===== config.mk =====
export PLATFORM = sky130hd
export DESIGN_NAME = rdu_alu
export DESIGN_NICKNAME = d
export VERILOG_FILES = /design/src/rdu_pkg.sv /design/src/rdu_alu.sv
export SDC_FILE = /design/constraint.sdc
export NUM_CORES = 2
export LEC_CHECK = 0
export BUFFER_PORTS_ARGS = -buffer_cell sky130_fd_sc_hd__buf_2
export CAP_MARGIN = 10
export CORE_ASPECT_RATIO = 0.9
export CORE_MARGIN = 2
export CORE_UTILIZATION = 45
export DETAILED_ROUTE_END_ITERATION = 10
export GPL_ROUTABILITY_DRIVEN = 0
export PLACE_DENSITY = 0.6
export SYNTH_ARGS = -nofsm -noshare
export SYNTH_HDL_FRONTEND = slang
export SYNTH_SLANG_ARGS = --single-unit

===== constraint.sdc =====
create_clock -name aclk -period 17.1 [get_ports aclk]
set_input_delay 3.42 -clock aclk [delete_from_list [all_inputs] [get_ports aclk]]
set_output_delay 3.42 -clock aclk [all_outputs]
set_load 0.005 [all_outputs]

===== src/rdu_pkg.sv =====
// Shared types, constants and the sequencer microcode for the lens distortion core.
// Used by rdu_alu and radtan_distort_undistort_core; no dependencies.
package rdu_pkg;

    localparam int WORD_W          = 64;
    localparam int PROD_W          = 128;
    localparam int COORD_WIDTH_DEF = 32;
    localparam int FRAC_BITS_DEF   = 28;
    localparam int SLOT_COUNT      = 32;
    localparam int SLOT_W          = 5;
    localparam int SRC_W           = 6;
    localparam int PC_W            = 7;
    localparam int CFG_IDX_W       = 3;
    localparam int STEPS_W         = 8;
    localparam logic [STEPS_W-1:0] STEPS_RESET = 8'd200;

    // configuration register indexes
    localparam logic [CFG_IDX_W-1:0] REG_K1    = 3'd0;
    localparam logic [CFG_IDX_W-1:0] REG_K2    = 3'd1;
    localparam logic [CFG_IDX_W-1:0] REG_K3    = 3'd2;
    localparam logic [CFG_IDX_W-1:0] REG_P1    = 3'd3;
    localparam logic [CFG_IDX_W-1:0] REG_P2    = 3'd4;
    localparam logic [CFG_IDX_W-1:0] REG_STEPS = 3'd5;

    typedef enum logic [3:0] {
        UOP_ADD,
        UOP_SUB,
        UOP_MUL,
        UOP_DIV,
        UOP_BRDIST,
        UOP_NEAR,
        UOP_END0,
        UOP_TSTZ,
        UOP_LOOP
    } uop_t;

    typedef struct packed {
        uop_t              op;
        logic [SLOT_W-1:0] dst;
        logic [SRC_W-1:0]  a;
        logic [SRC_W-1:0]  b;
    } uinst_t;

    typedef struct packed {
        logic start;
        uop_t op;
    } alu_cmd_t;

    // operand codes: below 32 a scratch slot, from 32 on a constant or register
    localparam logic [SRC_W-1:0] O_RX   = 6'd0;
    localparam logic [SRC_W-1:0] O_RY   = 6'd1;
    localparam logic [SRC_W-1:0] O_X2   = 6'd2;
    localparam logic [SRC_W-1:0] O_Y2   = 6'd3;
    localparam logic [SRC_W-1:0] O_XY   = 6'd4;
    localparam logic [SRC_W-1:0] O_R2   = 6'd5;
    localparam logic [SRC_W-1:0] O_R4   = 6'd6;
    localparam logic [SRC_W-1:0] O_R6   = 6'd7;
    localparam logic [SRC_W-1:0] O_T    = 6'd8;
    localparam logic [SRC_W-1:0] O_U    = 6'd9;
    localparam logic [SRC_W-1:0] O_RAD  = 6'd10;
    localparam logic [SRC_W-1:0] O_XD   = 6'd11;
    localparam logic [SRC_W-1:0] O_YD   = 6'd12;
    localparam logic [SRC_W-1:0] O_EX   = 6'd13;
    localparam logic [SRC_W-1:0] O_EY   = 6'd14;
    localparam logic [SRC_W-1:0] O_G    = 6'd15;
    localparam logic [SRC_W-1:0] O_BASE = 6'd16;
    localparam logic [SRC_W-1:0] O_JA   = 6'd17;
    localparam logic [SRC_W-1:0] O_JB   = 6'd18;
    localparam logic [SRC_W-1:0] O_JD   = 6'd19;
    localparam logic [SRC_W-1:0] O_A2   = 6'd20;
    localparam logic [SRC_W-1:0] O_B2   = 6'd21;
    localparam logic [SRC_W-1:0] O_V    = 6'd22;
    localparam logic [SRC_W-1:0] O_P    = 6'd23;
    localparam logic [SRC_W-1:0] O_DET  = 6'd24;
    localparam logic [SRC_W-1:0] O_N    = 6'd25;
    localparam logic [SRC_W-1:0] O_Q    = 6'd26;
    localparam logic [SRC_W-1:0] O_ZERO = 6'd32;
    localparam logic [SRC_W-1:0] O_ONE  = 6'd33;
    localparam logic [SRC_W-1:0] O_K1   = 6'd34;
    localparam logic [SRC_W-1:0] O_K2   = 6'd35;
    localparam logic [SRC_W-1:0] O_K3   = 6'd36;
    localparam logic [SRC_W-1:0] O_P1   = 6'd37;
    localparam logic [SRC_W-1:0] O_P2   = 6'd38;
    localparam logic [SRC_W-1:0] O_X    = 6'd39;
    localparam logic [SRC_W-1:0] O_Y    = 6'd40;

    localparam logic [PC_W-1:0] DIST_START = 7'd7;

    function automatic uinst_t ui(uop_t op, logic [SRC_W-1:0] d,
                                  logic [SRC_W-1:0] a, logic [SRC_W-1:0] b);
        uinst_t w;
        w.op  = op;
        w.dst = d[SLOT_W-1:0];
        w.a   = a;
        w.b   = b;
        return w;
    endfunction

    // microcode: setup, near-center test, distortion, Jacobian, Newton update
    function automatic uinst_t ucode(logic [PC_W-1:0] pc);
        uinst_t w;
        unique case (pc)
            7'd0:  w = ui(UOP_ADD, O_RX, O_X, O_ZERO);
            7'd1:  w = ui(UOP_ADD, O_RY, O_Y, O_ZERO);
            7'd2:  w = ui(UOP_BRDIST, O_ZERO, O_ZERO, O_ZERO);
            7'd3:  w = ui(UOP_MUL, O_T, O_X, O_X);
            7'd4:  w = ui(UOP_MUL, O_U, O_Y, O_Y);
            7'd5:  w = ui(UOP_ADD, O_T, O_T, O_U);
            7'd6:  w = ui(UOP_NEAR, O_ZERO, O_T, O_ZERO);
            7'd7:  w = ui(UOP_MUL, O_X2, O_RX, O_RX);
            7'd8:  w = ui(UOP_MUL, O_Y2, O_RY, O_RY);
            7'd9:  w = ui(UOP_MUL, O_XY, O_RX, O_RY);
            7'd10: w = ui(UOP_ADD, O_R2, O_X2, O_Y2);
            7'd11: w = ui(UOP_MUL, O_R4, O_R2, O_R2);
            7'd12: w = ui(UOP_MUL, O_R6, O_R4, O_R2);
            7'd13: w = ui(UOP_MUL, O_T, O_K1, O_R2);
            7'd14: w = ui(UOP_MUL, O_U, O_K2, O_R4);
            7'd15: w = ui(UOP_ADD, O_T, O_T, O_U);
            7'd16: w = ui(UOP_MUL, O_U, O_K3, O_R6);
            7'd17: w = ui(UOP_ADD, O_RAD, O_T, O_U);
            7'd18: w = ui(UOP_MUL, O_T, O_RX, O_RAD);
            7'd19: w = ui(UOP_MUL, O_U, O_P1, O_XY);
            7'd20: w = ui(UOP_ADD, O_U, O_U, O_U);
            7'd21: w = ui(UOP_ADD, O_T, O_T, O_U);
            7'd22: w = ui(UOP_ADD, O_U, O_X2, O_X2);
            7'd23: w = ui(UOP_ADD, O_U, O_R2, O_U);
            7'd24: w = ui(UOP_MUL, O_U, O_P2, O_U);
            7'd25: w = ui(UOP_ADD, O_T, O_T, O_U);
            7'd26: w = ui(UOP_ADD, O_XD, O_RX, O_T);
            7'd27: w = ui(UOP_MUL, O_T, O_RY, O_RAD);
            7'd28: w = ui(UOP_MUL, O_U, O_P2, O_XY);
            7'd29: w = ui(UOP_ADD, O_U, O_U, O_U);
            7'd30: w = ui(UOP_ADD, O_T, O_T, O_U);
            7'd31: w = ui(UOP_ADD, O_U, O_Y2, O_Y2);
            7'd32: w = ui(UOP_ADD, O_U, O_R2, O_U);
            7'd33: w = ui(UOP_MUL, O_U, O_P1, O_U);
            7'd34: w = ui(UOP_ADD, O_T, O_T, O_U);
            7'd35: w = ui(UOP_ADD, O_YD, O_RY, O_T);
            7'd36: w = ui(UOP_END0, O_ZERO, O_ZERO, O_ZERO);
            7'd37: w = ui(UOP_SUB, O_EX, O_X, O_XD);
            7'd38: w = ui(UOP_SUB, O_EY, O_Y, O_YD);
            7'd39: w = ui(UOP_ADD, O_G, O_K1, O_K1);
            7'd40: w = ui(UOP_MUL, O_T, O_K2, O_R2);
            7'd41: w = ui(UOP_ADD, O_U, O_T, O_T);
            7'd42: w = ui(UOP_ADD, O_U, O_U, O_T);
            7'd43: w = ui(UOP_ADD, O_U, O_U, O_T);
            7'd44: w = ui(UOP_ADD, O_G, O_G, O_U);
            7'd45: w = ui(UOP_MUL, O_T, O_K3, O_R4);
            7'd46: w = ui(UOP_ADD, O_U, O_T, O_T);
            7'd47: w = ui(UOP_ADD, O_U, O_U, O_T);
            7'd48: w = ui(UOP_ADD, O_U, O_U, O_T);
            7'd49: w = ui(UOP_ADD, O_U, O_U, O_T);
            7'd50: w = ui(UOP_ADD, O_U, O_U, O_T);
            7'd51: w = ui(UOP_ADD, O_G, O_G, O_U);
            7'd52: w = ui(UOP_ADD, O_BASE, O_ONE, O_RAD);
            7'd53: w = ui(UOP_MUL, O_T, O_G, O_X2);
            7'd54: w = ui(UOP_ADD, O_JA, O_BASE, O_T);
            7'd55: w = ui(UOP_MUL, O_T, O_P1, O_RY);
            7'd56: w = ui(UOP_ADD, O_B2, O_T, O_T);
            7'd57: w = ui(UOP_ADD, O_U, O_B2, O_T);
            7'd58: w = ui(UOP_ADD, O_U, O_U, O_T);
            7'd59: w = ui(UOP_ADD, O_U, O_U, O_T);
            7'd60: w = ui(UOP_ADD, O_V, O_U, O_T);
            7'd61: w = ui(UOP_ADD, O_JA, O_JA, O_B2);
            7'd62: w = ui(UOP_MUL, O_T, O_P2, O_RX);
            7'd63: w = ui(UOP_ADD, O_A2, O_T, O_T);
            7'd64: w = ui(UOP_ADD, O_U, O_A2, O_T);
            7'd65: w = ui(UOP_ADD, O_U, O_U, O_T);
            7'd66: w = ui(UOP_ADD, O_U, O_U, O_T);
            7'd67: w = ui(UOP_ADD, O_U, O_U, O_T);
            7'd68: w = ui(UOP_ADD, O_JA, O_JA, O_U);
            7'd69: w = ui(UOP_MUL, O_T, O_G, O_XY);
            7'd70: w = ui(UOP_MUL, O_P, O_P1, O_RX);
            7'd71: w = ui(UOP_ADD, O_P, O_P, O_P);
            7'd72: w = ui(UOP_ADD, O_JB, O_T, O_P);
            7'd73: w = ui(UOP_MUL, O_P, O_P2, O_RY);
            7'd74: w = ui(UOP_ADD, O_P, O_P, O_P);
            7'd75: w = ui(UOP_ADD, O_JB, O_JB, O_P);
            7'd76: w = ui(UOP_MUL, O_T, O_G, O_Y2);
            7'd77: w = ui(UOP_ADD, O_JD, O_BASE, O_T);
            7'd78: w = ui(UOP_ADD, O_JD, O_JD, O_A2);
            7'd79: w = ui(UOP_ADD, O_JD, O_JD, O_V);
            7'd80: w = ui(UOP_MUL, O_T, O_JA, O_JD);
            7'd81: w = ui(UOP_MUL, O_U, O_JB, O_JB);
            7'd82: w = ui(UOP_SUB, O_DET, O_T, O_U);
            7'd83: w = ui(UOP_TSTZ, O_ZERO, O_DET, O_ZERO);
            7'd84: w = ui(UOP_MUL, O_T, O_JD, O_EX);
            7'd85: w = ui(UOP_MUL, O_U, O_JB, O_EY);
            7'd86: w = ui(UOP_SUB, O_N, O_T, O_U);
            7'd87: w = ui(UOP_DIV, O_Q, O_N, O_DET);
            7'd88: w = ui(UOP_ADD, O_RX, O_RX, O_Q);
            7'd89: w = ui(UOP_MUL, O_T, O_JA, O_EY);
            7'd90: w = ui(UOP_MUL, O_U, O_JB, O_EX);
            7'd91: w = ui(UOP_SUB, O_N, O_T, O_U);
            7'd92: w = ui(UOP_DIV, O_Q, O_N, O_DET);
            7'd93: w = ui(UOP_ADD, O_RY, O_RY, O_Q);
            default: w = ui(UOP_LOOP, O_ZERO, O_ZERO, O_ZERO);
        endcase
        return w;
    endfunction

endpackage


===== src/rdu_alu.sv =====
// Shared saturating fixed-point unit: add, subtract, rounded multiply (four 32x32
// partial products) and restoring divide (one quotient bit a cycle). Uses rdu_pkg.
module rdu_alu #(
    parameter int FRAC_BITS = rdu_pkg::FRAC_BITS_DEF
) (
    input  logic                       aclk,
    input  logic                       aresetn,
    input  rdu_pkg::alu_cmd_t          cmd,
    input  logic [rdu_pkg::WORD_W-1:0] op_a,
    input  logic [rdu_pkg::WORD_W-1:0] op_b,
    output logic                       done,
    output logic [rdu_pkg::WORD_W-1:0] result
);

    localparam int W  = rdu_pkg::WORD_W;
    localparam int PW = rdu_pkg::PROD_W;
    localparam int HW = W / 2;
    localparam logic [W-1:0] SMAX = {1'b0, {(W-1){1'b1}}};
    localparam logic [W-1:0] SMIN = {1'b1, {(W-1){1'b0}}};
    localparam logic [PW-1:0] HALF = PW'(1) << (FRAC_BITS - 1);

    typedef enum logic [2:0] {A_IDLE, A_MUL, A_FIX, A_RND, A_SAT, A_DIV, A_DSGN} astate_t;

    astate_t      state_reg;
    logic [6:0]   cnt_reg;
    logic [W-1:0] a_reg, b_reg, pp_reg, rem_reg, q_reg, res_reg;
    logic [PW-1:0] acc_reg;
    logic         over_reg, neg_reg, done_reg;

    function automatic logic [W-1:0] sat65(logic [W:0] s);
        if (s[W] != s[W-1]) begin
            return s[W] ? SMIN : SMAX;
        end
        return s[W-1:0];
    endfunction

    function automatic logic [W-1:0] mag(logic [W-1:0] v);
        return v[W-1] ? (~v + W'(1)) : v;
    endfunction

    logic [W:0]      sum_ext, diff_ext;
    logic [HW-1:0]   a_half, b_half;
    logic [W-1:0]    pp;
    logic [1:0]      prev_k;
    logic [PW-1:0]   addend;
    logic signed [PW-1:0] shifted;
    logic            fits;
    logic [W-1:0]    rem_sh, q_sat;
    logic            ge;
    logic            is_div;

    assign sum_ext  = {op_a[W-1], op_a} + {op_b[W-1], op_b};
    assign diff_ext = {op_a[W-1], op_a} - {op_b[W-1], op_b};
    assign is_div   = (cmd.op == rdu_pkg::UOP_DIV);

    assign a_half = cnt_reg[1] ? a_reg[W-1:HW] : a_reg[HW-1:0];
    assign b_half = cnt_reg[0] ? b_reg[W-1:HW] : b_reg[HW-1:0];
    assign pp     = W'(a_half) * W'(b_half);
    assign prev_k = cnt_reg[1:0] - 2'd1;

    always_comb begin
        case (prev_k)
            2'd0:    addend = {{W{1'b0}}, pp_reg};
            2'd3:    addend = {pp_reg, {W{1'b0}}};
            default: addend = {{HW{1'b0}}, pp_reg, {HW{1'b0}}};
        endcase
    end

    assign shifted = $signed(acc_reg) >>> FRAC_BITS;
    assign fits    = (&shifted[PW-1:W-1]) | ~(|shifted[PW-1:W-1]);

    assign rem_sh = {rem_reg[W-2:0], acc_reg[PW-1]};
    assign ge     = rem_sh >= b_reg;
    assign q_sat  = (over_reg | q_reg[W-1]) ? SMAX : q_reg;

    always_ff @(posedge aclk) begin
        if (!aresetn) begin
            state_reg <= A_IDLE;
            done_reg  <= 1'b0;
        end else begin
            done_reg <= 1'b0;
            unique case (state_reg)
                A_IDLE: begin
                    if (cmd.start) begin
                        a_reg    <= op_a;
                        // the divider works on magnitudes, the dividend pre-shifted
                        b_reg    <= is_div ? mag(op_b) : op_b;
                        acc_reg  <= is_div ? ({{W{1'b0}}, mag(op_a)} << FRAC_BITS) : '0;
                        cnt_reg  <= '0;
                        rem_reg  <= '0;
                        q_reg    <= '0;
                        over_reg <= 1'b0;
                        neg_reg  <= op_a[W-1] ^ op_b[W-1];
                        case (cmd.op)
                            rdu_pkg::UOP_ADD: begin
                                res_reg  <= sat65(sum_ext);
                                done_reg <= 1'b1;
                            end
                            rdu_pkg::UOP_SUB: begin
                                res_reg  <= sat65(diff_ext);
                                done_reg <= 1'b1;
                            end
                            rdu_pkg::UOP_DIV: begin
                                state_reg <= A_DIV;
                            end
                            default: state_reg <= A_MUL;
                        endcase
                    end
                end
                A_MUL: begin
                    if (cnt_reg < 7'd4) begin
                        pp_reg <= pp;
                    end
                    if (cnt_reg != 7'd0) begin
                        acc_reg <= acc_reg + addend;
                    end
                    cnt_reg <= cnt_reg + 7'd1;
                    if (cnt_reg == 7'd4) begin
                        state_reg <= A_FIX;
                    end
                end
                A_FIX: begin
                    // signed correction of the unsigned product's upper half
                    acc_reg[PW-1:W] <= acc_reg[PW-1:W] - (a_reg[W-1] ? b_reg : '0)
                                                       - (b_reg[W-1] ? a_reg : '0);
                    state_reg <= A_RND;
                end
                A_RND: begin
                    acc_reg   <= acc_reg + HALF;
                    state_reg <= A_SAT;
                end
                A_SAT: begin
                    res_reg   <= fits ? shifted[W-1:0] : (acc_reg[PW-1] ? SMIN : SMAX);
                    done_reg  <= 1'b1;
                    state_reg <= A_IDLE;
                end
                A_DIV: begin
                    acc_reg  <= acc_reg << 1;
                    over_reg <= over_reg | q_reg[W-1];
                    q_reg    <= {q_reg[W-2:0], ge};
                    rem_reg  <= ge ? (rem_sh - b_reg) : rem_sh;
                    cnt_reg  <= cnt_reg + 7'd1;
                    if (cnt_reg == 7'd127) begin
                        state_reg <= A_DSGN;
                    end
                end
                A_DSGN: begin
                    res_reg   <= neg_reg ? (~q_sat + W'(1)) : q_sat;
                    done_reg  <= 1'b1;
                    state_reg <= A_IDLE;
                end
                default: state_reg <= A_IDLE;
            endcase
        end
    end

    assign done   = done_reg;
    assign result = res_reg;

endmodule


* Word-level counts from Yosys, hierarchy flattened
Index checks and enable logic that the tools add are counted.
Operators by class: add/subtract/negate cells 12, multipliers 1, magnitude comparators 2, equality and inequality tests 19, mux-type cells 52, bitwise gates (word level) 7, reduce and logical (&&, ||, !) cells 22
Operator list (count):
- $mux 64 | 17
- $pmux 64 s5 | 1
- $mux 128 | 2
- $pmux 128 s2 | 1
- $pmux 64 s2 | 2
- $pmux 64 s4 | 1
- $add 64x1->64 const B | 3
- $not 64->64 | 3
- $pmux 64 s3 | 1
- $add 128x128->128 | 1
- $add 128x28->128 const B | 1
- $sub 64x64->64 | 2
- $pmux 63 s2 | 1
- $mux 92 | 1
- $add 64x64->65 | 1
- $sub 64x64->65 | 1
- $ge 64x64->1 | 1
- $mul 32x32->64 | 1
- $mux 32 | 2
- $mux 63 | 1
- $sub 63x63->63 | 1
- $reduce_and 37->1 | 1
- $reduce_or 37->1 | 1
- $reduce_and 4->1 | 4
- 34 further kinds | 64
Storage, ports and cells: flip-flop bits (word level) 524, input bits 135, output and inout bits 65, logic and storage cells 128

* Depth between registers and ports, before layout
depth in word-level cells 11, mapped depth 34, gate-level depth less buffers 30

* Least setup slack after synthesis
OpenSTA, ideal clock, no wires.
kind in2reg, start input aresetn, end register over_reg, enable pin, setup time 486 ps, arrival time 9132 ps, required time 16614 ps, path slack 7482 ps, stages on the path 2, path buffers 0, path through and3_1 > a21o_1
Between the ends: longest elaborated chain between the ends 1
RTL lines:
- start, declared | RTL line rdu_alu.sv:7 | input logic aresetn,
- $reduce_and 3->1 (no source line)
- end signal, assigned | RTL line rdu_alu.sv:139 | over_reg <= over_reg | q_reg[W-1];
- end, declared | RTL line rdu_alu.sv:28 | logic over_reg, neg_reg, done_reg;
No other way between the ends. A chain may end at the register's enable or synchronous reset.

* Final worst setup path
start register cnt_reg[1], end register pp_reg[57] (data pin)
Between the ends: longest elaborated chain between the ends 2
RTL lines:
- start, declared | RTL line rdu_alu.sv:25 | logic [6:0] cnt_reg;
- start signal, assigned | RTL line rdu_alu.sv:117 | cnt_reg <= cnt_reg + 7'd1;
- start signal, assigned | RTL line rdu_alu.sv:142 | cnt_reg <= cnt_reg + 7'd1;
- $mux 32 | RTL line rdu_alu.sv:56 | assign a_half = cnt_reg[1] ? a_reg[W-1:HW] : a_reg[HW-1:0];
- $mul 32x32->64 | RTL line rdu_alu.sv:58 | assign pp = W'(a_half) * W'(b_half);
- net pp[57] | RTL line rdu_alu.sv:43 | logic [W-1:0] pp;
- end signal, assigned | RTL line rdu_alu.sv:112 | pp_reg <= pp;
- end, declared | RTL line rdu_alu.sv:26 | logic [W-1:0] a_reg, b_reg, pp_reg, rem_reg, q_reg, res_reg;
The timed path passes the listed nets, and every way through them passes these cells.

==> flow_metrics.py <==
metrics = {
    "placement": {
        "dpl_cell_area_um2": 91700,
        "pre_cts_slack_ns": 6.56,
        "port_buffers": 199,
        "dp_hpwl_mm": 296,
    },
    "finish": {
        "largest_reg_flops": 128,
        "fin_nets": 12200,
        "area_delta_synth_final_pct": 6.52,
        "layout-drive-gt1-share_pct": 6.14,
        "stdcell_area_um2": 93800,
        "nFillCells": 18900,
    },
    "detailed_routing": {
        "drt_first_pass_iters": 8,
        "wl_per_cell_um": 28.2,
        "drtIter0Drc": 12500,
        "ant_nets": 0,
        "vias": 83800,
        "totalWireLength_mm": 368,
        "viasPerCell": 6.42,
        "drc": 0,
    },
    "grt": {
        "grtUsageTotal_pct": 36.0,
        "antenna_found_initial": 32,
        "grt_overflow_total": 0,
        "grt_pass1_vias": 79500,
        "grt_pass1_wl_mm": 534,
        "grt_max_degree": 81,
    },
    "timing": {
        "rsz0062_at_grt": "false",
        "final.min_clock_period_ns": 10.86,
        "fin_crit_sh_pct": 63.5,
        "hold_violations": 0,
        "setup_viol": 0,
        "max_freq_ghz": 0.0921,
        "finalSetupTns_ns": 0,
        "setup_slack_ns": 6.24,
        "fin_skew_ns": 0.0442,
        "final-max-slew-violation-count": 0,
        "hold_slack_ns": 0.565,
        "worst_slew_pin_slew_ns": 1.33,
        "relSlewSlack_pct": 10.7,
    },
    "setup_path": {
        "r2r_slack_ns": 6.24,
        "crit_type": "reg2reg",
        "path_max_fanout": 61,
        "r2r-end": "pp_reg[57]$_DFFE_PP_",
        "worstRegToRegCells": 26,
        "crit_start": "cnt_reg[1]$_SDFFCE_PP0P_",
        "worstPathRequired_ns": 17.57,
        "r2r_start": "cnt_reg[1]$_SDFFCE_PP0P_",
        "startpoint_type": "register",
        "arrival_ns": 11.33,
        "critPathCapture": "pp_reg[57]$_DFFE_PP_",
        "crit_path_end_kind": "register",
    },
    "synth": {
        "syn_inst": 10600,
        "ys_async_sr_fraction_pct": 0,
        "yosysMostFrequentCell": "inv_1",
        "synth_edf_count": 520,
        "syn_nets": 12300,
        "synth.distinct_cells": 89,
        "synthFlopType": "edfxtp_1",
        "avgSynthCellArea_um2": 8.32,
        "synth_top_area_share_pct": 21.9,
        "synth_commonest_cells": "inv_1 (1195), nor2_1 (1162), nand2_1 (1129), fa_1 (963), a21oi_1 (773)",
        "seq_area_frac_synth_pct": 17.8,
        "netlist_top_cells_area": "fa_1 (22%), edfxtp_1 (18%), ha_1 (9.3%)",
        "netlist_area_um2": 88100,
        "yosys_warnings": 0,
        "ys_ff_latch": 524,
        "yosysTopAreaCell": "fa_1",
    },
    "clocking": {
        "clk_latency_ns": 0.74,
        "cts_hold_buffers": 0,
        "post_cts_resized": 0,
        "post_cts_buffers": 0,
        "root_buffer": "clkbuf_16",
        "h-tree-depth": 2,
        "numClockSinks": 524,
        "cts_buffer_depth": 3,
        "cts_tree": "done",
        "path_clk_slew_ns": 0.07,
        "cts_made_buffers": 59,
    },
    "floorplan": {
        "core_um2": 195000,
        "start_util_pct": 45.1,
        "num_rows": 154,
        "dieArea_um2": 199000,
        "die_width_um": 470,
        "io_pins": 200,
        "dieHeight_um": 424,
    },
    "hold_path": {
        "min_from": "acc_reg[24]$_DFFE_PP_",
        "hp-class": "reg2reg",
    },
    "status": {
        "status": "completed",
    },
    "job": {
        "maxCapViolCount": 0,
    },
}
-- worst min path at each step --
stage	to	slack, ns	depth (start not counted)
final	acc_reg[25]$_DFFE_PP_	0.56	2
after global routing	acc_reg[25]$_DFFE_PP_	0.58	2
after CTS	acc_reg[7]$_DFFE_PP_	0.57	2
after detailed placement	acc_reg[7]$_DFFE_PP_	0.55	2
after global placement	acc_reg[6]$_DFFE_PP_	0.55	2
after floorplan	acc_reg[10]$_DFFE_PP_	0.53	2
-- layout make-up --
| type | count | area, um2 | area share (%) |
|---|---|---|---|
| Multi-Input combinational cell | 8283 | 66100 | 70.5 |
| Sequential cell | 524 | 15700 | 16.7 |
| Clock inverter | 44 | 574 | 0.612 |
| Clock buffer | 64 | 1500 | 1.59 |
| Timing Repair Buffer | 358 | 2180 | 2.33 |
| Inverter | 1201 | 4510 | 4.80 |
| Antenna cell | 16 | 40.0 | 0.0427 |
| Tap cell | 2574 | 3220 | 3.43 |
-- stage by stage --
step | util [%] | cells
2_1_floorplan | - | 10600
3_3_place_gp | 47.0 | 12900
3_5_place_dp | 47.0 | 12900
4_1_cts | 48.0 | 13000
5_1_grt | 48.1 | 13100
6_report | 48.1 | 13100
-- routing by layer --
metal	track usage (%)	vias to the layer above	part of all wire, %
met5	0.337	-	0.11
met4	20.3	30	7.0
met3	13.3	1049	15
met2	49.6	5755	39
met1	48.4	41000	39
li1	-	36000	-
-- worst max-delay path: stages (launching register included) --
cell and delay (ns):
edfxtp_1 0.53, buf_4 0.83, mux2i_2 0.30, buf_4 0.37, nor2_1 0.13, fa_1 0.54
inv_1 0.06, fa_1 0.46, fa_1 0.57, fa_1 0.61, inv_1 0.06, fa_1 0.48
fa_1 0.58, fa_1 0.44, fa_1 0.46, ha_1 0.41, a21o_1 0.22, a211oi_1 0.30
nand2_1 0.20, a211oi_1 0.67, nor3_1 0.20, o21ai_0 0.90, nand2b_1 0.20, a21oi_1 0.25
o21ai_0 0.21, a221oi_1 0.37, xnor2_1 0.14
-- cells by family after synthesis --
| family | count (synthesis) | share of synthesized area (%) |
|---|---|---|
| and+or+nand+nor | 3337 | 17.0 |
| buffers and inverters | 1780 | 7.59 |
| muxes | 94 | 1.13 |
| adders and majority gates | 1618 | 31.2 |
| xor gates and xnor gates | 657 | 6.53 |
| DFF | 524 | 17.8 |
| AOI/OAI and AO/OA | 2577 | 18.7 |
-- cell usage in the layout, fill, tap and decap left out, types with 36 or more instances in the layout --
cell	count
nand4_1	171
o221ai_1	68
o211ai_1	45
o21ai_0	561
a221oi_1	52
xnor2_1	479
nand2b_1	63
nor4_1	76
o31ai_1	83
a21oi_1	773
buf_2	201
and3_1	124
and2_1	92
o21a_1	51
a211oi_1	38
a21o_1	238
nand2_1	1127
or3_1	47
inv_1	1195
mux2_2	36
fa_1	963
a222oi_1	59
nor2_1	1158
o21bai_1	129
buf_4	156
nor3_1	140
clkbuf_16	59
a22o_1	69
ha_1	652
nor2b_1	51
a31oi_1	103
edfxtp_1	520
nand3_1	150
xor2_1	178
Power is left out: the tool's default activity adds up to more than one toggle a clock period on the data nets, which glitch-free logic cannot reach.
